===== src/design/solg_pkg.sv =====
package solg_pkg;

  // limb width of the split multipliers
  localparam int LIMB_W = 32;

  // fixed field widths
  localparam int TX_W     = 12;
  localparam int RX_W     = 15;
  localparam int RADIUS_W = 26;

  localparam logic [RADIUS_W-1:0] RADIUS_RESET = RADIUS_W'(6371000);

  // queue between front and back
  localparam int QUEUE_DEPTH = 4;
  localparam int QPTR_W      = 2;

  // per-request flags carried next to the wide math
  typedef struct packed {
    logic                   cc_neg;
    logic                   far_gt;
    logic                   d2_zero;
    logic signed [TX_W-1:0] tx;
  } side_t;

endpackage


===== src/design/solg_queue.sv =====
module solg_queue import solg_pkg::*; #(
  parameter int DATA_W = 8
) (
  input  logic              clk_i,
  input  logic              rst_ni,
  input  logic              push_vld_i,
  input  logic [DATA_W-1:0] push_data_i,
  output logic              push_rdy_o,
  output logic              pop_vld_o,
  output logic [DATA_W-1:0] pop_data_o,
  input  logic              pop_rdy_i
);

  logic [DATA_W-1:0] mem_q [QUEUE_DEPTH];
  logic [QPTR_W-1:0] wr_ptr_q, rd_ptr_q;
  logic [QPTR_W:0]   count_q;
  logic              push, pop;

  assign push_rdy_o = count_q != (QPTR_W+1)'(QUEUE_DEPTH);
  assign pop_vld_o  = count_q != '0;
  assign push       = push_vld_i && push_rdy_o;
  assign pop        = pop_rdy_i && pop_vld_o;
  assign pop_data_o = mem_q[rd_ptr_q];

  // storage
  always_ff @(posedge clk_i) begin
    if (push) begin
      mem_q[wr_ptr_q] <= push_data_i;
    end
  end

  // pointers and fill level
  always_ff @(posedge clk_i or negedge rst_ni) begin
    if (!rst_ni) begin
      wr_ptr_q <= '0;
      rd_ptr_q <= '0;
      count_q  <= '0;
    end else begin
      if (push) wr_ptr_q <= wr_ptr_q + 1'b1;
      if (pop)  rd_ptr_q <= rd_ptr_q + 1'b1;
      if (push && !pop) count_q <= count_q + 1'b1;
      else if (pop && !push) count_q <= count_q - 1'b1;
    end
  end

endmodule


===== config.mk =====
export PLATFORM = sky130hd
export DESIGN_NAME = solg_queue
export DESIGN_NICKNAME = d
export VERILOG_FILES = /design/src/design/solg_pkg.sv /design/src/design/solg_queue.sv
export SDC_FILE = /design/constraint.sdc
export NUM_CORES = 1
export LEC_CHECK = 0
export BUFFER_PORTS_ARGS = -buffer_cell sky130_fd_sc_hd__buf_2
export CAP_MARGIN = 30
export CORE_MARGIN = 2
export CORE_UTILIZATION = 55
export DETAILED_ROUTE_END_ITERATION = 10
export PLACE_DENSITY = 0.88
export RECOVER_POWER = 50
export SLEW_MARGIN = 40
export SYNTH_ARGS = -nofsm -noshare
export SYNTH_HDL_FRONTEND = slang
export SYNTH_SLANG_ARGS = --single-unit

===== constraint.sdc =====
create_clock -name clk_i -period 2.9 [get_ports clk_i]
set_clock_uncertainty 0.2 [all_clocks]
set_input_delay 0.435 -clock clk_i [delete_from_list [all_inputs] [get_ports clk_i]]
set_output_delay 0.435 -clock clk_i [all_outputs]
set_load 0.05 [all_outputs]

==> flow_summary_export.csv <==
group,metric,value,unit
synthesis,synthDistinctLibCells,20,
pwr,total_power,2.13,mW
routing,dr.pass1.iters,4,
synthesis,synthAdderAreaFrac,5.21,%
synthesis,synthSimpleGateAreaFrac,4.50,%
timing,fin_crit,2.50,ns
routing,drc,0,
cells_and_area,nFillCells,200,
routing,vias,740,
synthesis,synth-compound-area-share,0.711,%
cells_and_area,layout.nets,122,
timing,fin_crit_sh,86.4,%
setup_path,worst-path-max-fanout,10,
floorplanning,row_count,19,
cts,cts_made_buffers,5,
synthesis,netlist_instances,77,
cts,post_cts_buffers,0,
synthesis,synth_xor_area_share,3.32,%
grt,antenna_found_initial,0,
synthesis,synthMuxAreaShare,13.0,%
cts,cts_buffer_depth,2,
placement,post-place-cells,127,
routing,drt_wl_total,2310,um
placement,gp_congestion,0.698,
cells_and_area,areaGrowthSynthToFinish,14.1,%
placement,dp_hpwl,1650,um
timing,finalSetupViolCount,0,
cells_and_area,final_cells,136,
flow_run,drv_cap,0,
grt,grt_use_total,16.6,%
routing,antenna_left,0,
cts,cts_tree,"done",
grt,overflow,0,
synthesis,synth_top_family_by_area,"multiplexers",
placement,numPortBuffers,21,
synthesis,yosys_warnings,0,
cts,cts_root_buffer,"clkbuf_4",
cts,worstSkewPairLatency,0.35,ns
cts,cts.sinks,39,
routing,via_per_inst,5.44,
grt,grt_pass1_wl,3950,um
grt,grt_pass1_vias,830,
setup_path,crit_type,"register to primary output",
timing,hold_violations,0,
floorplanning,fp.dieW,57.7,um
floorplanning,start_util,57.4,%
setup_path,arrival,1.87,ns
routing,drtIter0Drc,17,
setup_path,end_kind,"primary output",
synthesis,synth_area_per_cell,20.6,um^2
cells_and_area,post-route-util,65.5,%
synthesis,ys_seq_area_share,71.7,%
floorplanning,fp.dieH,57.7,um
timing,final.setup.tns,0,ns
cts,hold_buffers,1,
timing,slew_viol_final,0,
cts,path_clk_slew,0.12,ns
floorplanning,ios,22,
cells_and_area,drive_above_1_share,30.5,%
routing,wl_per_cell,17.0,um
setup_path,crit_required,2.27,ns
pwr,ir_drop,0.000842,V
synthesis,ys_ff_latch,39,
cts,cts_resized,0,
timing,fmax,399,MHz
pwr,p_per_area,1180,mW/mm^2
setup_path,startpoint_type,"register",
grt,grt_max_degree,14,
cts,cts.htree.levels,2,
timing,grt_setup_unrepaired,"false",
worst_hold_path,hold_class,"input port to register",
synthesis,synth.net_count,95,
outcome,status,"completed",
timing,maxSlewHeadroom,61.7,%
timing,worst_pin_slew,0.574,ns
synthesis,syn_area,0.00158,mm^2
floorplanning,dieArea,0.00333,mm^2
cells_and_area,antenna_cells,0,
floorplanning,core_area,0.00276,mm^2
pwr,leakagePower,0.655,nW
routing by layer:
layer  routed length [um]  GRT usage (%)
met1                  965           19.8
met2                 1170           27.1
met3                  126           6.47
met5                    0              0
met4                   42           6.98
sequential cells by signal (all words and copies together) (netlist names):
name / count
count_q: 3
mem_q: 32
rd_ptr_q: 2
wr_ptr_q: 2
cell type report:
class                           count  area [um^2]  area share, %
Multi-Input combinational cell     33          412           22.8
Tap cell                           31         38.8           2.15
Timing Repair Buffer               22          104           5.75
Clock buffer                        5         37.5           2.08
Clock inverter                      3         67.6           3.74
Sequential cell                    39         1140           62.9
Inverter                            3         11.3          0.623
synth_stat cells:
| cell | instances | share of area (%) |
|---|---|---|
| dfrtp_1 | 7 | 11 |
| nand3_2 | 1 | 0.63 |
| or3_4 | 1 | 0.71 |
| mux2_4 | 1 | 0.95 |
| inv_1 | 3 | 0.71 |
| edfxtp_1 | 32 | 61 |
| nand2_1 | 1 | 0.24 |
| fa_1 | 1 | 1.3 |
| nand2_4 | 1 | 0.71 |
| mux4_2 | 8 | 11 |
| buf_4 | 1 | 0.47 |
| clkbuf_2 | 1 | 0.32 |
| mux2_2 | 1 | 0.71 |
| a21boi_2 | 1 | 0.71 |
| xnor2_1 | 4 | 2.2 |
| nor2_1 | 1 | 0.24 |
| ha_1 | 5 | 3.9 |
| xor2_1 | 2 | 1.1 |
| and2_1 | 4 | 1.6 |
| nor2_2 | 1 | 0.40 |
path summary, 6_finish.rpt:
check                          startpoint             to  slack [ns]  cells past startpoint
setup / recovery              rd_ptr_q[0]  pop_data_o[5]        0.40                      2
hold / removal             push_data_i[4]    mem_q[1][4]        0.13                      1
setup reg to reg               count_q[2]     count_q[2]        0.57                      8
hold reg to reg                count_q[2]     count_q[2]        0.34                      1
max in group asynchronous          rst_ni    rd_ptr_q[0]        1.93                      2
min in group asynchronous          rst_ni    wr_ptr_q[0]        0.30                      2
placed cells by master, fill, tap and decap left out, types with 3 or more instances in the layout:
cell,n
and2_1,4
buf_2,12
clkbuf_1,9
clkbuf_4,5
dfrtp_1,7
edfxtp_1,32
ha_1,5
inv_1,3
mux4_2,8
xnor2_1,4
through the flow:
| step | setup WS [ns] | cell area [um^2] | hold slack [ns] |
|---|---|---|---|
| after floorplan | 0.646 | 1580 | -0.0606 |
| after global placement | 0.695 | 1720 | 0.0734 |
| after detailed placement | 0.615 | 1720 | 0.0759 |
| after CTS | 0.324 | 1830 | 0.0743 |
| after global routing | 0.259 | 1810 | 0.132 |
| final | 0.395 | 1810 | 0.134 |
cells by family (layout without fill, tap and decap cells):
kind of cell             Yosys count  in the layout
flip-flops                        39             39
multiplexers                      10             10
AND/OR/NAND/NOR                   10             10
adder cells (fa/ha/maj)            6              6
XOR/XNOR                           6              6
buffers and inverters              5             33
AO/OA/AOI/OAI                      1              1
where the power goes:
group / switching (mW) / internal (mW)
registers: 0.124 / 0.759
logic: 0.510 / 0.295
clock network: 0.175 / 0.268
total: 0.809 / 1.32
critical path, cell delays in order (launching register included):
cell     delay, ns
dfrtp_1       0.72
mux4_2        0.58
buf_2         0.22
No activity file was read; power rests on OpenSTA's default activity.
